<file path="src/design/pgl_pkg.sv">
// Shared types, grid constants and tables for the pad grid latch controller.
`default_nettype none

package pgl_pkg;

    localparam int GRID_WIDTH  = 8;
    localparam int GRID_HEIGHT = 8;
    localparam int FLASH_ROWS  = 2;

    localparam int PAD_COUNT   = GRID_WIDTH * GRID_HEIGHT;
    localparam int PAD_IDX_W   = 6;
    localparam int COL_W       = (GRID_WIDTH  > 1) ? $clog2(GRID_WIDTH)  : 1;
    localparam int ROW_W       = (GRID_HEIGHT > 1) ? $clog2(GRID_HEIGHT) : 1;
    localparam int NOTE_COUNT  = 128;

    // momentary border, capped at the pad count
    localparam int FLASH_BORDER =
        (FLASH_ROWS * GRID_WIDTH > PAD_COUNT) ? PAD_COUNT : FLASH_ROWS * GRID_WIDTH;

    localparam logic [7:0] PAD_END_B    = 8'(PAD_COUNT);
    localparam logic [7:0] FLASH_END_B  = 8'(FLASH_BORDER);
    localparam logic [7:0] STOP_END_B   = 8'((GRID_HEIGHT + 1) * GRID_WIDTH);

    localparam logic [6:0] TOGGLE_NOTE  = 7'd82;

    localparam logic [1:0] CMD_NOTE_OFF = 2'd0;
    localparam logic [1:0] CMD_NOTE_ON  = 2'd1;

    typedef enum logic [1:0] {
        OP_PRESS,
        OP_RELEASE,
        OP_TOGGLE
    } t_op_kind;

    typedef struct packed {
        t_op_kind   kind;
        logic [6:0] note;
    } t_op;

    typedef struct packed {
        logic full;
        logic empty;
    } t_q_status;

    typedef enum logic [1:0] {
        BK_IDLE,
        BK_SWEEP,
        BK_COLUMN,
        BK_FINAL
    } t_back_state;

    typedef logic [COL_W-1:0] t_col_tab [NOTE_COUNT];

    // column of every note number, built by counting
    function automatic t_col_tab build_col_tab();
        t_col_tab tab;
        int       col;
        col = 0;
        for (int i = 0; i < NOTE_COUNT; i++) begin
            tab[i] = COL_W'(col);
            col = (col == GRID_WIDTH - 1) ? 0 : col + 1;
        end
        return tab;
    endfunction

    localparam t_col_tab COL_TAB = build_col_tab();

endpackage

`default_nettype wire

</file>
<file path="src/design/pgl_front.sv">
// Front end: listen channel register, event filter and classification into ops.
`default_nettype none

module pgl_front import pgl_pkg::*; (
    input  wire logic       i_clk,
    input  wire logic       i_rst_n,
    input  wire logic       i_cfg_valid,
    output logic            o_cfg_ready,
    input  wire logic [3:0] i_cfg_data,
    input  wire logic       start,
    input  wire logic       i_busy,
    input  wire logic [1:0] i_cmd,
    input  wire logic [3:0] i_channel,
    input  wire logic [6:0] i_note,
    input  wire logic [6:0] i_velocity,
    output logic            o_push,
    output t_op             o_op
);

    logic [3:0] r_listen_channel;
    logic       keep;
    logic       is_on;
    logic [7:0] note_b;

    assign o_cfg_ready = 1'b1;

    always_ff @(posedge i_clk) begin
        if (!i_rst_n) begin
            r_listen_channel <= 4'd0;
        end else if (i_cfg_valid) begin
            r_listen_channel <= i_cfg_data;
        end
    end

    assign note_b = {1'b0, i_note};
    assign is_on  = (i_cmd == CMD_NOTE_ON) && (i_velocity != 7'd0);

    always_comb begin
        keep        = 1'b0;
        o_op.kind   = OP_PRESS;
        o_op.note   = i_note;
        if (((i_cmd == CMD_NOTE_OFF) || (i_cmd == CMD_NOTE_ON))
                && (i_channel == r_listen_channel)) begin
            if (i_note == TOGGLE_NOTE) begin
                keep      = is_on;
                o_op.kind = OP_TOGGLE;
            end else if (is_on) begin
                keep      = note_b < STOP_END_B;
                o_op.kind = OP_PRESS;
            end else begin
                // releases beyond the grid can never hit a momentary pad
                keep      = note_b < PAD_END_B;
                o_op.kind = OP_RELEASE;
            end
        end
    end

    assign o_push = start && !i_busy && keep;

endmodule

`default_nettype wire

</file>
<file path="src/design/pgl_queue.sv">
// Two-entry op queue between front end and back end.
`default_nettype none

module pgl_queue import pgl_pkg::*; (
    input  wire logic i_clk,
    input  wire logic i_rst_n,
    input  wire logic i_push,
    input  t_op       i_op,
    input  wire logic i_pop,
    output t_op       o_op,
    output t_q_status o_status
);

    t_op        r_mem [2];
    logic       r_wr_ptr;
    logic       r_rd_ptr;
    logic [1:0] r_count;
    logic       do_push;
    logic       do_pop;

    assign o_status.full  = (r_count == 2'd2);
    assign o_status.empty = (r_count == 2'd0);
    assign do_push        = i_push && !o_status.full;
    assign do_pop         = i_pop && !o_status.empty;
    assign o_op           = r_mem[r_rd_ptr];

    always_ff @(posedge i_clk) begin
        if (do_push) begin
            r_mem[r_wr_ptr] <= i_op;
        end
    end

    always_ff @(posedge i_clk) begin
        if (!i_rst_n) begin
            r_wr_ptr <= 1'b0;
            r_rd_ptr <= 1'b0;
            r_count  <= 2'd0;
        end else begin
            if (do_push) begin
                r_wr_ptr <= !r_wr_ptr;
            end
            if (do_pop) begin
                r_rd_ptr <= !r_rd_ptr;
            end
            case ({do_push, do_pop})
                2'b10:   r_count <= r_count + 2'd1;
                2'b01:   r_count <= r_count - 2'd1;
                default: r_count <= r_count;
            endcase
        end
    end

endmodule

`default_nettype wire

</file>
<file path="src/design/pgl_back.sv">
// Back end: pad state, flash mode, column and sweep sequencer, LED message register.
`default_nettype none

module pgl_back import pgl_pkg::*; (
    input  wire logic                 i_clk,
    input  wire logic                 i_rst_n,
    input  t_q_status                 i_q_status,
    input  t_op                       i_op,
    output logic                      o_pop,
    output logic                      o_strobe,
    output logic [PAD_IDX_W-1:0]      o_pad_index,
    output logic                      o_pad_lit,
    output logic                      o_flash_update,
    output logic                      o_flash_lit,
    output logic                      o_last
);

    t_back_state          r_state, n_state;
    logic [PAD_COUNT-1:0] r_pad_status, n_pad_status;
    logic                 r_flash_all, n_flash_all;
    logic [5:0]           r_cnt, n_cnt;
    logic [COL_W-1:0]     r_col, n_col;
    logic [PAD_IDX_W-1:0] r_note, n_note;
    logic                 r_final, n_final;

    logic                 r_out_valid, n_out_valid;
    logic [PAD_IDX_W-1:0] r_out_index, n_out_index;
    logic                 r_out_lit, n_out_lit;
    logic                 r_out_fu, n_out_fu;
    logic                 r_out_fl, n_out_fl;
    logic                 r_out_last, n_out_last;

    logic [7:0]           note_b;
    logic [PAD_IDX_W-1:0] note_idx;
    logic                 in_border;
    logic                 cur_lit;
    logic [ROW_W-1:0]     row;
    logic                 row_done;
    logic [GRID_HEIGHT-1:0] col_bits;
    logic                 later_lit;
    logic [PAD_IDX_W-1:0] col_idx;

    assign note_b    = {1'b0, i_op.note};
    assign note_idx  = i_op.note[PAD_IDX_W-1:0];
    assign in_border = note_b < (r_flash_all ? PAD_END_B : FLASH_END_B);
    assign cur_lit   = r_pad_status[note_idx];
    assign row       = r_cnt[ROW_W-1:0];
    assign row_done  = (row == ROW_W'(GRID_HEIGHT - 1));
    assign col_idx   = PAD_IDX_W'(row * GRID_WIDTH) + PAD_IDX_W'(r_col);

    // lit bits of the current column, one per row, and any lit row past the walk
    always_comb begin
        later_lit = 1'b0;
        for (int rr = 0; rr < GRID_HEIGHT; rr++) begin
            col_bits[rr] = r_pad_status[PAD_IDX_W'(rr * GRID_WIDTH) + PAD_IDX_W'(r_col)];
            if (col_bits[rr] && (rr > int'(row))) begin
                later_lit = 1'b1;
            end
        end
    end

    assign o_pop = (r_state == BK_IDLE) && !i_q_status.empty;

    // next state
    always_comb begin
        n_state = r_state;
        case (r_state)
            BK_IDLE: begin
                if (!i_q_status.empty) begin
                    case (i_op.kind)
                        OP_TOGGLE: n_state = BK_SWEEP;
                        OP_PRESS:  n_state = in_border ? BK_IDLE : BK_COLUMN;
                        default:   n_state = BK_IDLE;
                    endcase
                end
            end
            BK_SWEEP: begin
                if (r_cnt == 6'(PAD_COUNT - 1)) begin
                    n_state = BK_IDLE;
                end
            end
            BK_COLUMN: begin
                if (row_done) begin
                    n_state = r_final ? BK_FINAL : BK_IDLE;
                end
            end
            BK_FINAL: n_state = BK_IDLE;
            default:  n_state = BK_IDLE;
        endcase
    end

    // datapath and messages
    always_comb begin
        n_pad_status = r_pad_status;
        n_flash_all  = r_flash_all;
        n_cnt        = r_cnt;
        n_col        = r_col;
        n_note       = r_note;
        n_final      = r_final;
        n_out_valid  = 1'b0;
        n_out_index  = r_out_index;
        n_out_lit    = 1'b0;
        n_out_fu     = 1'b0;
        n_out_fl     = 1'b0;
        n_out_last   = 1'b0;
        case (r_state)
            BK_IDLE: begin
                if (!i_q_status.empty) begin
                    n_cnt  = 6'd0;
                    n_note = note_idx;
                    n_col  = COL_TAB[i_op.note];
                    case (i_op.kind)
                        OP_TOGGLE: begin
                            n_flash_all = !r_flash_all;
                        end
                        OP_RELEASE: begin
                            if (in_border && cur_lit) begin
                                n_pad_status[note_idx] = 1'b0;
                                n_out_valid = 1'b1;
                                n_out_index = note_idx;
                                n_out_last  = 1'b1;
                            end
                        end
                        OP_PRESS: begin
                            if (in_border) begin
                                if (!cur_lit) begin
                                    n_pad_status[note_idx] = 1'b1;
                                    n_out_valid = 1'b1;
                                    n_out_index = note_idx;
                                    n_out_lit   = 1'b1;
                                    n_out_last  = 1'b1;
                                end
                            end else begin
                                // latch pad lights last unless it was lit; stop button never
                                n_final = (note_b < PAD_END_B) && !cur_lit;
                            end
                        end
                        default: ;
                    endcase
                end
            end
            BK_SWEEP: begin
                n_pad_status[r_cnt[PAD_IDX_W-1:0]] = 1'b0;
                n_out_valid = 1'b1;
                n_out_index = r_cnt[PAD_IDX_W-1:0];
                n_out_fu    = (r_cnt == 6'd0);
                n_out_fl    = (r_cnt == 6'd0) && r_flash_all;
                n_out_last  = (r_cnt == 6'(PAD_COUNT - 1));
                n_cnt       = 6'(r_cnt + 6'd1);
            end
            BK_COLUMN: begin
                if (col_bits[row]) begin
                    n_pad_status[col_idx] = 1'b0;
                    n_out_valid = 1'b1;
                    n_out_index = col_idx;
                    n_out_last  = !later_lit && !r_final;
                end
                n_cnt = 6'(r_cnt + 6'd1);
            end
            BK_FINAL: begin
                n_pad_status[r_note] = 1'b1;
                n_out_valid = 1'b1;
                n_out_index = r_note;
                n_out_lit   = 1'b1;
                n_out_last  = 1'b1;
            end
            default: ;
        endcase
    end

    always_ff @(posedge i_clk) begin
        if (!i_rst_n) begin
            r_state      <= BK_IDLE;
            r_pad_status <= '0;
            r_flash_all  <= 1'b0;
            r_out_valid  <= 1'b0;
        end else begin
            r_state      <= n_state;
            r_pad_status <= n_pad_status;
            r_flash_all  <= n_flash_all;
            r_out_valid  <= n_out_valid;
        end
    end

    always_ff @(posedge i_clk) begin
        r_cnt       <= n_cnt;
        r_col       <= n_col;
        r_note      <= n_note;
        r_final     <= n_final;
        r_out_index <= n_out_index;
        r_out_lit   <= n_out_lit;
        r_out_fu    <= n_out_fu;
        r_out_fl    <= n_out_fl;
        r_out_last  <= n_out_last;
    end

    assign o_strobe       = r_out_valid;
    assign o_pad_index    = r_out_index;
    assign o_pad_lit      = r_out_lit;
    assign o_flash_update = r_out_fu;
    assign o_flash_lit    = r_out_fl;
    assign o_last         = r_out_last;

`ifndef NO_ASSERTIONS
    a_sweep_emits: assert property (@(posedge i_clk) disable iff (!i_rst_n)
        (r_state == BK_SWEEP) |=> r_out_valid)
        else $error("sweep step without LED message");

    a_final_lights: assert property (@(posedge i_clk) disable iff (!i_rst_n)
        (r_state == BK_FINAL) |=> (r_out_valid && r_out_lit && r_out_last))
        else $error("latch pad message missing or not last");

    a_flash_first: assert property (@(posedge i_clk) disable iff (!i_rst_n)
        (r_out_valid && r_out_fu) |-> (r_out_index == '0 && !r_out_lit))
        else $error("flash indicator update off the first sweep message");

    a_no_pop_busy: assert property (@(posedge i_clk) disable iff (!i_rst_n)
        (r_state != BK_IDLE) |-> !o_pop)
        else $error("op taken while back end busy");
`endif

endmodule

`default_nettype wire

</file>
<file path="src/design/pad_grid_latch_controller_unit.sv">
// Top level of the pad grid latch controller: front end, op queue and back end.
`default_nettype none

// Pad grid latch controller. Note events (start/busy command transfer) are
// filtered by the listen channel and classified in the cycle they are taken,
// then wait in a two-deep op queue; busy is high only while that queue is full.
// The back end pops one op and produces LED messages, one per cycle at most,
// each shown for exactly one cycle with o_strobe; the receiver cannot stall,
// so messages flow at the back end's pace. With the back end free, an event's op
// passes the queue register and the back end's output register before its first
// message; a column walk or a sweep enters its own state after the idle state.
// Back end work per event:
//   - momentary pad press or release: idle state only, at most one message;
//   - latch pad or stop button: the idle state takes the op, then a walk down
//     the column, one step per grid row (GRID_HEIGHT), then the final state
//     lighting the latch pad if it was not lit (never for the stop button);
//   - flash-all toggle: the idle state takes the op, then a sweep of all
//     PAD_COUNT pads, one message a cycle;
//   - filtered events: no back end time.
// The column walk and the toggle sweep set the sustained rate. o_last marks the
// final message of each event. Pad state lives in flip-flops cleared at reset.
// The user writes the listen channel register on its own channel only while the
// block is idle; the block does not enforce this (o_cfg_ready is always high).

module pad_grid_latch_controller_unit import pgl_pkg::*; (
    input  wire logic                 i_clk,
    input  wire logic                 i_rst_n,
    // configuration
    input  wire logic                 i_cfg_valid,
    output logic                      o_cfg_ready,
    input  wire logic [3:0]           i_cfg_data,
    // event command
    input  wire logic                 start,
    output logic                      busy,
    input  wire logic [1:0]           i_cmd,
    input  wire logic [3:0]           i_channel,
    input  wire logic [6:0]           i_note,
    input  wire logic [6:0]           i_velocity,
    // LED messages
    output logic                      o_strobe,
    output logic [PAD_IDX_W-1:0]      o_pad_index,
    output logic                      o_pad_lit,
    output logic                      o_flash_update,
    output logic                      o_flash_lit,
    output logic                      o_last
);

    logic      push;
    logic      pop;
    t_op       front_op;
    t_op       queue_op;
    t_q_status q_status;

    assign busy = q_status.full;

    pgl_front u_front (
        .i_clk       (i_clk),
        .i_rst_n     (i_rst_n),
        .i_cfg_valid (i_cfg_valid),
        .o_cfg_ready (o_cfg_ready),
        .i_cfg_data  (i_cfg_data),
        .start       (start),
        .i_busy      (q_status.full),
        .i_cmd       (i_cmd),
        .i_channel   (i_channel),
        .i_note      (i_note),
        .i_velocity  (i_velocity),
        .o_push      (push),
        .o_op        (front_op)
    );

    pgl_queue u_queue (
        .i_clk    (i_clk),
        .i_rst_n  (i_rst_n),
        .i_push   (push),
        .i_op     (front_op),
        .i_pop    (pop),
        .o_op     (queue_op),
        .o_status (q_status)
    );

    pgl_back u_back (
        .i_clk          (i_clk),
        .i_rst_n        (i_rst_n),
        .i_q_status     (q_status),
        .i_op           (queue_op),
        .o_pop          (pop),
        .o_strobe       (o_strobe),
        .o_pad_index    (o_pad_index),
        .o_pad_lit      (o_pad_lit),
        .o_flash_update (o_flash_update),
        .o_flash_lit    (o_flash_lit),
        .o_last         (o_last)
    );

endmodule

`default_nettype wire
</file>
<file path="config.mk">
export PLATFORM = sky130hd
export DESIGN_NAME = pad_grid_latch_controller_unit
export DESIGN_NICKNAME = d
export VERILOG_FILES = /design/src/design/pgl_pkg.sv /design/src/design/pgl_front.sv /design/src/design/pgl_queue.sv /design/src/design/pgl_back.sv /design/src/design/pad_grid_latch_controller_unit.sv
export SDC_FILE = /design/constraint.sdc
export NUM_CORES = 1
export LEC_CHECK = 0
export BUFFER_PORTS_ARGS = -buffer_cell sky130_fd_sc_hd__buf_2
export CORE_ASPECT_RATIO = 1.1
export CORE_MARGIN = 2
export CORE_UTILIZATION = 35
export CTS_CLUSTER_DIAMETER = 200
export DETAILED_ROUTE_END_ITERATION = 12
export PLACE_DENSITY = 0.58
export SLEW_MARGIN = 20
export SYNTH_ARGS = -nofsm -noshare
export SYNTH_HDL_FRONTEND = slang
export SYNTH_SLANG_ARGS = --single-unit
</file>
<file path="constraint.sdc">
create_clock -name i_clk -period 3.2 [get_ports i_clk]
set_clock_uncertainty 0.1 [all_clocks]
set_input_delay 0 -clock i_clk [delete_from_list [all_inputs] [get_ports i_clk]]
set_output_delay 0 -clock i_clk [all_outputs]
set_load 0.01 [all_outputs]
</file>
## After elaboration in Yosys (flattened, before gate mapping)

Memory sizes are Yosys's and may differ from the RTL's. A register that Yosys moved wholly into a read port is not among the register bits.
Index checks and enable logic that the tools add are counted.

- Add/subtract/negate cells: 11
- Multipliers: 0
- Divide/modulo/power cells: 0
- $lt $le $gt $ge: 28
- Equal/unequal tests: 21
- Shifts and indexed selects: 0
- Multiplexer cells: 82
- Bitwise logic cells: 11
- Reductions and logical operators: 47

Operator list:

| kind | number |
|---|---|
| two-way mux 64 bit | 5 |
| case mux 64 bit (4 select lines) | 1 |
| AND 64 bit | 3 |
| NOT 64 bit | 3 |
| bitwise OR 64 bit | 2 |
| case mux 64 bit (2 select lines) | 1 |
| < comparator 6 x 7 -> 1 bit (second input constant) | 11 |
| binary-select mux 1 bit (select 6 bit) | 8 |
| two-way mux 1 bit | 37 |
| two-way mux 6 bit | 6 |
| demux 1 bit (select 6 bit) | 4 |
| greater-or-equal comparator 6 x 1 -> 1 bit (second input constant) | 4 |
| case mux 6 bit (2 select lines) | 2 |
| case mux 6 bit (4 select lines) | 1 |
| logical AND 1 bit | 22 |
| < comparator 7 bit (second input constant) | 3 |
| two-way mux 2 bit | 7 |
| adder 5 x 3 -> 6 bit (first input constant) | 2 |
| adder 6 x 3 -> 6 bit (first input constant) | 2 |
| > comparator 3 bit (first input constant) | 4 |
| == test 2 bit (second input constant) | 5 |
| != test 3 bit (second input constant) | 3 |
| == test 2 x 1 -> 1 bit (second input constant) | 4 |
| logical NOT 1 bit | 8 |
| other kinds (38) | 52 |

- Flip-flop bits (word level): 99
- Bits in latches: 0
- RAM bits: 18
- Memory bits (read-only): 384
- Input bits: 28
- Output and inout port bits: 13
- Logic and storage cells: 218
- Memories: 2

Memories:

| name | depth | bits a word | rd ports | clocked after memory_dff | write ports | line | RTL |
|---|---|---|---|---|---|---|---|
| (no name shown) | 128 | 3 | 1 | 1 | 0 | pgl_back.sv:111 | `n_col = COL_TAB[i_op.note];` |
| u_queue.r_mem | 2 | 9 | 1 | 1 | 1 | pgl_queue.sv:14 | `t_op r_mem [2];` |

## Depth between registers and ports, before layout

- Depth in word-level cells: 15
- Gate-level depth with buffers: 13
- Depth with buffers taken out: 10

## Hierarchy

A second synthesis with hierarchy kept.

- Cells, all modules: 1286
- Area, all modules: 10393.7 um^2

Modules (own cells, without submodules):

| module | instances | cells each | area an instance (um^2) | seq. area each (um^2) |
|---|---|---|---|---|
| pgl_back | 1 | 1190 | 9176.3 | 2011.9 |
| pgl_queue | 1 | 55 | 874.6 | 640.6 |
| pgl_front | 1 | 41 | 342.8 | 80.1 |

## Worst setup path after synthesis

Ideal clock, no wire load.

- Kind: flip-flop to flip-flop
- Start point: reg with a tool-made name
- End point: reg with a tool-made name
- Arrival time: 3.111 ns
- Required time: 2.981 ns
- Setup slack: -0.130 ns
- Stages on the path, launching flop included: 12
- Cells stage by stage: dfxtp_1 > buf_4 > buf_4 > mux2i_1 > mux4_2 > mux2_2 > a211o_1 > or4_4 > and3_1 > buf_6 > buf_6 > o221a_1

==> impl_results.md <==
* Leakage at 4.60 nW
* Critical Path RT at 3440 ps
* Most frequent cells after synthesis: nor2_1 (211), o21ai_0 (143), a21oi_1 (113)
* Worst R2R Setup Slack at -40 ps
* Fraction of layout cells with a size suffix above 1 at 20.7%
* Die Height at 182 um
* Final core utilization at 44.5%
* GR met1 Demand/Resource at 40.1%
* Met3 Use GR at 7.61%
* First-pass GRT wire length at 73000 um
* Placed cell area at 11700 um2
* Worst Path Max Fanout at 30
* Number of synthesized flops with an enable pin at 37
* Synthesized flop and latch total at 118
* Crit-path cells: mux2i_4, inv_2, buf_12, mux2i_4, o22ai_1, o311a_1, a211o_1, or4_4, and3_4, buf_12, o221a_2
* Clock latency at the later pin of the worst-skew pair at 460 ps
* Clock Path Buffers at 2
* Final worst slack at -37.1 ps
* Yosys top cell area share at 16.1%
* Sequential share of the synthesized area at 27.1%
* Most common cell in the synthesized netlist: nor2_1
* Via density at 6.57
* Top FF cell, synth: dfxtp_1
* Tcrit/Tclk final at 101%
* Top Family by Delay on Critical Path: compound AO/OA/AOI/OAI gates
* Design Area, Final at 12700 um2
* Vias in the first global route at 11614
* Vias at 12297
* Clk sinks at 118
* Setup TNS at -414 ps
* Mapped cell area at 10100 um2
* Syn avg cell area at 7.47 um2
* First-pass DRT Iterations at 9
* All-layer global routing usage at 32.0%
* CTS root buffer: clkbuf_16
* GRT Residual Overflow at 0
* Syn-to-layout area delta at 25.8%
* Seq. cell area at 2740 um2
* Pwr per Cell Area at 838 nW/um2
* Final hold vios at 0
* Final nets at 1530
* Top area cells in the synthesized netlist: dfxtp_1 (16%), edfxtp_1 (11%), nor2_1 (7.9%), o21ai_0 (7.1%), o221a_1 (6.6%)
* Unique masters post-synth at 80
* Effective utilization at floorplan at 35.4%
* Residual DRC count at 0
* Crit Path Category: reg2reg
* Post-Syn Nets at 1386
* Worst path slowest cell: or4_4
* Slew Limit Fails at 0
* Clock slew at reported path FFs at 70 ps
* Ys async rst share at 0%
* HPWL Detailed at 35100 um
* FMAX at 309 MHz
* CTS tree: built
* Synth Warn # at 0
* Final Setup Violations at 34
* Status: finished with violations
* Most Crowded Layer GR: met2
* Relative slew margins at 37.8%
* Number of max-cap violations at 0
* Crit path time final at 3240 ps
* Post-route ant nets at 0
* Multi-input gate area at 6790 um2
* Htree depth at 4
* Setup crit end kind: flip-flop
* Violation count after the first detailed-routing iteration at 1778
* Least-Margin Pin Slew at 933 ps
* Critical path buffers and inverters at 3
* ANT cells at 0
* Worst path arrival time at 3480 ps
* Failing checks: negative setup slack
* Pin count of the biggest net entering global routing at 138
* Slowest stage delay, CP at 420 ps
* # port buffers at 39
* Yosys top cell by area: dfxtp_1
* DRT Wirelength at 49000 um
* Worst hold-check path type: in2reg
* CTS buffer count at 17
* Antenna violations before repair at 0
* RSZ-0062 raised after global routing: yes
* Num rows at 65
* Cells after Synth at 1348
* Core ar. at 28500 um2
* # IOs at 41
* Routed len/inst at 26.2 um
* Die W at 166 um
* GR Layer Usage met2 at 48.2%
* Fillers at 2911
* Die ar. at 30100 um2
* VDD IR max at 0.534 mV
* Placer congestion estimate at 1.05
* Startpoint Class: flip-flop
==> final cells by class <==
class	instances	share of cell area (%)
Sequential cell	118	21.6
Tap cell	368	3.63
Timing Repair Buffer	248	15.6
Clock buffer	18	3.39
Inverter	31	0.919
Clock inverter	14	1.29
Multi-Input combinational cell	1076	53.6
==> metrics by stage <==
stage | setup slack, ps | hold WS, ps | power, W | cells
CTS | 19.5 | 91.4 | 0.0103 | 1870
global route | -79.3 | 138 | 0.0111 | 1873
finish | -37.1 | 98.2 | 0.0106 | 1873
detailed placement | -110 | 104 | 0.00811 | 1814
floorplan | 8.93 | -1.13 | 0.00587 | 1348
global placement | -110 | 102 | 0.00805 | 1814
==> final timing paths <==
path,start,to,cells after the start
setup / recovery,flip-flop,flip-flop,11
hold / removal,i_cmd[1],u_queue.r_wr_ptr,6
setup reg to reg,flip-flop,flip-flop,11
hold reg to reg,u_back.r_flash_all,u_back.r_flash_all,2
==> worst register-to-register path, stage by stage, from the launching register on <==
cell     delay [ps]
dfxtp_4         370
mux2i_4         200
inv_2           130
buf_12          170
mux2i_4         270
o22ai_1         110
o311a_1         370
a211o_1         290
or4_4           420
and3_4          240
buf_12          180
o221a_2         290
==> cell families after synthesis <==
logic type      share of synthesized area [%]
compound gates                           36.1
simple gates                             22.3
buf+inv                                  6.56
flops                                    27.1
mux                                      5.58
xor+xnor                                 1.04
fa+ha+maj                                1.24
other cells                            0.0373
==> repair_timing <==
action	4_1_cts	5_1_grt
pin swaps	1	6
gates cloned	1	0
buffers inserted	3	3
hold buffers	20	0
endpoints found under the hold margin	28	0
endpoints found under the setup margin	69	69
gates resized for setup	18	17
==> metal layers <==
metal	up-vias	routed length, um
li1	5400	-
met1	5730	18400
met2	939	20800
met3	228	5910
met4	0	3940
met5	-	0
==> placed cells by master, fill, tap and decap left out, types with 8 or more instances in the layout <==
cell type / netlist / final
nand2b_1: 13 / 13
clkbuf_16: 0 / 17
a31oi_1: 18 / 18
o221ai_1: 17 / 17
o221a_1: 59 / 59
buf_4: 3 / 172
and2_1: 14 / 13
a22oi_1: 11 / 10
mux2i_1: 37 / 34
o21a_1: 18 / 17
nand3_1: 28 / 28
nor2b_1: 8 / 8
edfxtp_1: 37 / 37
buf_2: 9 / 39
o211ai_1: 21 / 21
inv_1: 27 / 26
nand4_1: 8 / 8
nor3b_1: 11 / 11
dlygate4sd3_1: 0 / 20
nor2_1: 211 / 211
nor3_1: 28 / 28
ha_1: 10 / 8
dfxtp_1: 81 / 80
o311ai_0: 31 / 31
and3_1: 14 / 13
xnor2_1: 9 / 9
buf_12: 0 / 8
nand3b_1: 9 / 9
a21oi_1: 113 / 113
o21ai_0: 143 / 141
nand2_1: 105 / 104
==> where the power goes <==
| part | internal [W] | switching (W) |
|---|---|---|
| logic | 0.00225 | 0.00408 |
| clock network | 0.00117 | 0.000864 |
| registers | 0.00189 | 0.000357 |
| total | 0.00531 | 0.00530 |
(Power assumes the default switching activity.)
